<file path="src/hw/rtl/dmpht_pkg.sv">
// dmpht_pkg: shared constants, codes, word types and inter-module structs
// for the direct-mapped pid hash table; no dependencies

package dmpht_pkg;

  // table geometry
  localparam int MAX_LOG_SLOTS = 10;
  localparam int SLOT_BITS     = MAX_LOG_SLOTS;
  localparam int NUM_SLOTS     = 1 << MAX_LOG_SLOTS;
  localparam int ACCOUNT_WIDTH = 64;

  // fixed field widths
  localparam int ACTION_WIDTH     = 2;
  localparam int PID_WIDTH        = 23;
  localparam int ACCT_FIELD_WIDTH = 64;
  localparam int HASH_WIDTH       = 32;
  localparam int SEED_WIDTH       = 32;
  localparam int LOG_SIZE_WIDTH   = 4;
  localparam int LS_WIDTH         = LOG_SIZE_WIDTH + 1;
  localparam int CFG_INDEX_WIDTH  = 1;
  localparam int CFG_DATA_WIDTH   = 32;

  // action codes; the unused code behaves as a get
  localparam logic [ACTION_WIDTH-1:0] ACT_ADD    = 2'd0;
  localparam logic [ACTION_WIDTH-1:0] ACT_GET    = 2'd1;
  localparam logic [ACTION_WIDTH-1:0] ACT_REMOVE = 2'd2;

  // configuration register indexes
  localparam logic [CFG_INDEX_WIDTH-1:0] CFG_HASH_SEED = 1'd0;
  localparam logic [CFG_INDEX_WIDTH-1:0] CFG_LOG_SIZE  = 1'd1;

  localparam logic [SEED_WIDTH-1:0]     SEED_RESET     = '0;
  localparam logic [LOG_SIZE_WIDTH-1:0] LOG_SIZE_RESET = 4'd10;

  // murmur3 x86_32 constants
  localparam logic [HASH_WIDTH-1:0] HASH_C1  = 32'hcc9e2d51;
  localparam logic [HASH_WIDTH-1:0] HASH_C2  = 32'h1b873593;
  localparam logic [HASH_WIDTH-1:0] HASH_ADD = 32'he6546b64;
  localparam logic [HASH_WIDTH-1:0] HASH_LEN = 32'h00000004;
  localparam logic [HASH_WIDTH-1:0] HASH_F1  = 32'h85ebca6b;
  localparam logic [HASH_WIDTH-1:0] HASH_F2  = 32'hc2b2ae35;

  typedef struct packed {
    logic [ACTION_WIDTH-1:0]     action;
    logic [PID_WIDTH-1:0]        key_pid;
    logic [PID_WIDTH-1:0]        entry_pid;
    logic [ACCT_FIELD_WIDTH-1:0] entry_account;
  } req_t;

  typedef struct packed {
    logic [SLOT_BITS-1:0]        slot_index;
    logic [PID_WIDTH-1:0]        found_pid;
    logic [ACCT_FIELD_WIDTH-1:0] found_account;
    logic                        collision;
  } rsp_t;

  // lookup launched into the table
  typedef struct packed {
    logic                 en;
    logic [SLOT_BITS-1:0] index;
    req_t                 req;
  } look_t;

  // clearing sweep write
  typedef struct packed {
    logic                 en;
    logic [SLOT_BITS-1:0] addr;
  } clr_t;

endpackage

</file>
<file path="src/hw/rtl/dmpht_hash.sv">
// dmpht_hash: five-stage pipelined murmur3 x86_32 of one 32-bit key
// depends on dmpht_pkg

module dmpht_hash (
  input  logic                             clk,
  input  logic                             rst,
  input  logic                             start,
  input  logic [dmpht_pkg::HASH_WIDTH-1:0] key,
  input  logic [dmpht_pkg::SEED_WIDTH-1:0] seed,
  output logic                             done,
  output logic [dmpht_pkg::HASH_WIDTH-1:0] hash
);

  logic [4:0] vld;
  logic [dmpht_pkg::HASH_WIDTH-1:0] k1, k2, h3, h4, h5;
  logic [dmpht_pkg::HASH_WIDTH-1:0] k1_rot, h_mix, h_rot, h3_next, t4, t5;

  // body block: k rotated by 15, h rotated by 13 then times 5 plus add
  assign k1_rot  = {k1[16:0], k1[31:17]};
  assign h_mix   = seed ^ k2;
  assign h_rot   = {h_mix[18:0], h_mix[31:19]};
  assign h3_next = {h_rot[29:0], 2'b00} + h_rot + dmpht_pkg::HASH_ADD;

  // finalization
  assign t4 = (h3 ^ dmpht_pkg::HASH_LEN) ^ {16'h0000, h3[31:16] ^ dmpht_pkg::HASH_LEN[31:16]};
  assign t5 = h4 ^ {13'h0000, h4[31:13]};

  always_ff @(posedge clk) begin
    if (rst) begin
      vld <= '0;
    end else begin
      vld <= {vld[3:0], start};
    end
  end

  always_ff @(posedge clk) begin
    k1 <= key * dmpht_pkg::HASH_C1;
    k2 <= k1_rot * dmpht_pkg::HASH_C2;
    h3 <= h3_next;
    h4 <= t4 * dmpht_pkg::HASH_F1;
    h5 <= t5 * dmpht_pkg::HASH_F2;
  end

  assign done = vld[4];
  assign hash = h5 ^ {16'h0000, h5[31:16]};

  // one key at a time in the pipe
  a_one_in_flight: assert property (@(posedge clk) disable iff (rst) $onehot0(vld))
    else $error("more than one key in the hash pipeline");

endmodule

</file>
<file path="config.mk">
export PLATFORM = sky130hd
export DESIGN_NAME = dmpht_hash
export DESIGN_NICKNAME = d
export VERILOG_FILES = /design/src/hw/rtl/dmpht_pkg.sv /design/src/hw/rtl/dmpht_hash.sv
export SDC_FILE = /design/constraint.sdc
export NUM_CORES = 2
export LEC_CHECK = 0
export ABC_AREA = 1
export BUFFER_PORTS_ARGS = -buffer_cell sky130_fd_sc_hd__clkbuf_2
export CAP_MARGIN = 30
export CORE_MARGIN = 10
export CORE_UTILIZATION = 55
export CTS_BUF_LIST = sky130_fd_sc_hd__clkbuf_4 sky130_fd_sc_hd__clkbuf_8 sky130_fd_sc_hd__clkbuf_16
export DETAILED_ROUTE_END_ITERATION = 10
export PLACE_DENSITY = 0.86
export SETUP_SLACK_MARGIN = 0.02
export SYNTH_ARGS = -nofsm -noshare
export SYNTH_HDL_FRONTEND = slang
export SYNTH_SLANG_ARGS = --single-unit
</file>
<file path="constraint.sdc">
create_clock -name clk -period 7.3 [get_ports clk]
set_clock_uncertainty 0.2 [all_clocks]
set_input_delay 0.73 -clock clk [delete_from_list [all_inputs] [get_ports clk]]
set_output_delay 0.73 -clock clk [all_outputs]
set_load 0.05 [all_outputs]
</file>
==> out/results.ini <==
[run_status]
status=completed

[cts]
cts_num_sinks=165
post-cts-setup-buffers=0
cts-root-to-sink-buffers=2
cts_bufs_inserted=17
clock_latency_on_the_worst_skew_pair_ns=0.50
cts_repair_resize_count=0
clkSlewWorstSetupHoldPaths_ns=0.08
tritoncts=done
cts-root-buf=clkbuf_16
htreeDepth=4
cts_hold_buf=0

[die]
floorplan.initialDensity=0.556
rows=100
die_w_um=295
core_um2=74700
die_h_um=295
design.portCount=100
dieArea_um2=86900

[timing]
tightestPinTransition_ns=0.786
fin_crit_sh=0.955
setup_viol=0
post_route_minimum_period_ns=6.97
slew_violations=0
final.setup.worst_slack_ns=0.326
finalHoldViolCount=0
slew_headroom=0.472
finalSetupTns_ns=0
fmax_mhz=143
rsz0062_at_grt=no

[finish]
layout_overhead_on_the_synthesized_area_pct=6.20
finalNetCount=6429
finish.utilization=0.591
n_antenna_cell=0
drive_above_1_share=0.0426

[yosys]
synth_fp_nets=6285
ys.warnings.count=0
synthesis.area_per_instance_um2=8.88
synthDistinctLibCells=40
synth_cells=4677
synth_enable_flop_cells=0
post_syn_area_um2=41600
synth_seq_area_share=0.0795
synth-async-reset-ratio=0
yosys_most_used_dff=dfxtp_1
ys_seq_elements=165

[grt]
grtUsageTotal=0.263
vias_in_the_first_global_route=33400
globalRouteOverflowTotal=0
grt_antenna_before_repair=0
largest_net_degree_at_the_start_of_global_routing=17
grt_first_pass_wirelength_um=178000

[drt]
drt-wirelength-per-cell_um=18.8
routed_wl_um=109000
dr.pass1.iters=9
detail_route.vias_per_cell=5.29
antenna_violating_nets_post_route=0
vias=30700
drc_marker_count_from_the_first_detailed_route_iteration=2228
remaining_routing_drc_violations=0

[min_path]
hold_path.startpoint=vld[1]
worst_hold_path.num_cells=2
min-delay-path-class=flop to flop
hold_end=vld[2]

[place]
gp_congestion=0.989
post-place-ws_ns=0.294
port_buffers=99
place.detailed.hpwl_um=98200

[worst_setup_path]
reg2reg_depth=23
max_stage_delay_ns=0.56
path_class=flop to flop
cp.arrival_ns=7.21
worst-r2r-setup-slack_ns=0.33
worst-path-max-fanout=7
critical_path.endpoint_type=flop
path_buf_inv=3
r2r-end=h4[31]
cpLargestDelayFamily=adder cells
worstSetupStartpointType=flop
crit_top_cell=fa_1
path_cells=xnor2_1 > inv_1 > nor2_1 > nor2_1 > ha_1 > or2_2 > fa_1 > fa_1 > inv_1 > fa_1 > inv_1 > fa_1 > fa_1 > fa_1 > fa_1 > ha_1 > nand2_1 > o21ai_0 > nand2_1 > o211ai_1 > a21oi_1 > nand3b_1 > nand2_1
rr_startpoint=h3[26]
critPathSlowestCell=fa_1
worst-endpoint-required_ns=7.54

[job]
cap_viol_max_count=0

## cells by family (layout without fill, tap and decap cells)
| group | after synthesis | count (layout) | synth area share |
|---|---|---|---|
| DFF | 165 | 165 | 0.0795 |
| and+or+nand+nor | 895 | 895 | 0.0891 |
| adders and majority gates | 1541 | 1541 | 0.596 |
| buffers and inverters | 1493 | 1649 | 0.136 |
| AOI/OAI and AO/OA | 319 | 319 | 0.0435 |
| xor gates and xnor gates | 264 | 264 | 0.0558 |
## registers in the layout (all words and copies together), names as in the netlist
name	cells
h3	32
h4	32
h5	32
k1	32
k2	32
vld	5
## how the worst max path moves through the flow
stage	slack, ns	start	depth (start not counted)	end
3_3_place_gp	0.35	h4[22]	23	h5[31]
6_report	0.33	h3[26]	23	h4[31]
5_1_grt	0.02	h3[28]	26	h4[28]
3_5_place_dp	0.29	h3[24]	25	h4[31]
2_1_floorplan	0.54	h3[23]	27	h4[31]
4_1_cts	0.26	h3[24]	25	h4[31]
## cells in the final DEF (no fill, tap or decap), types with 7 or more instances in the layout
master	count
a21o_1	14
a21oi_1	157
a31oi_1	11
buf_4	42
clkbuf_16	17
clkbuf_2	99
dfxtp_1	164
fa_1	729
ha_1	812
inv_1	1476
nand2_1	546
nand3_1	113
nand3b_1	11
nand4_1	29
nor2_1	153
nor3_1	23
o21ai_0	77
o21ai_1	7
o21bai_1	17
or2_2	9
xnor2_1	110
xor2_1	150
## worst reg2reg max path: stages (launching register included)
cell and delay, ns:
dfxtp_1 0.42, xnor2_1 0.37, inv_1 0.28, nor2_1 0.15, nor2_1 0.08, ha_1 0.19
or2_2 0.31, fa_1 0.52, fa_1 0.54, inv_1 0.07, fa_1 0.51, inv_1 0.06
fa_1 0.56, fa_1 0.45, fa_1 0.51, fa_1 0.42, ha_1 0.39, nand2_1 0.12
o21ai_0 0.32, nand2_1 0.09, o211ai_1 0.09, a21oi_1 0.07, nand3b_1 0.17, nand2_1 0.07
## cell type report
cell class                 instances  area, µm²
inverter                        1477       5540
clock inverter                    13        206
tap                              969       1210
clock buffer                      18        439
timing repair buffer             141        811
multi-input combinational       3019      32600
fill                            6180      30600
sequential                       165       3300
## stage by stage
step	hold WS [ns]	std cells	instance area (µm²)
2_1_floorplan	0.188	4677	41600
3_3_place_gp	0.194	5771	43500
3_5_place_dp	0.196	5771	43500
4_1_cts	0.204	5802	44100
5_1_grt	0.227	5802	44100
6_report	0.204	5802	44100
## metal layers
metal,GRT usage,up-vias,part of all wire
li1,-,14300,-
met1,0.341,15100,0.41
met2,0.441,1133,0.48
met3,0.0518,186,0.081
met4,0.0750,0,0.027
met5,0,-,0
## synth_stat cells, drive strengths merged (18+ instances only)
master,number,area share
xor2,151,0.032
dfxtp,165,0.079
o21bai,18,0.0033
nand4,29,0.0044
nor3,25,0.0033
ha,812,0.24
inv,1477,0.13
o21ai,88,0.011
xnor2,113,0.024
nand2,548,0.050
a21oi,158,0.019
nor2,156,0.014
fa,729,0.35
nand3,115,0.014
Power is left out: the tool's default activity adds up to more than one toggle a clock period on the data nets, which glitch-free logic cannot reach.
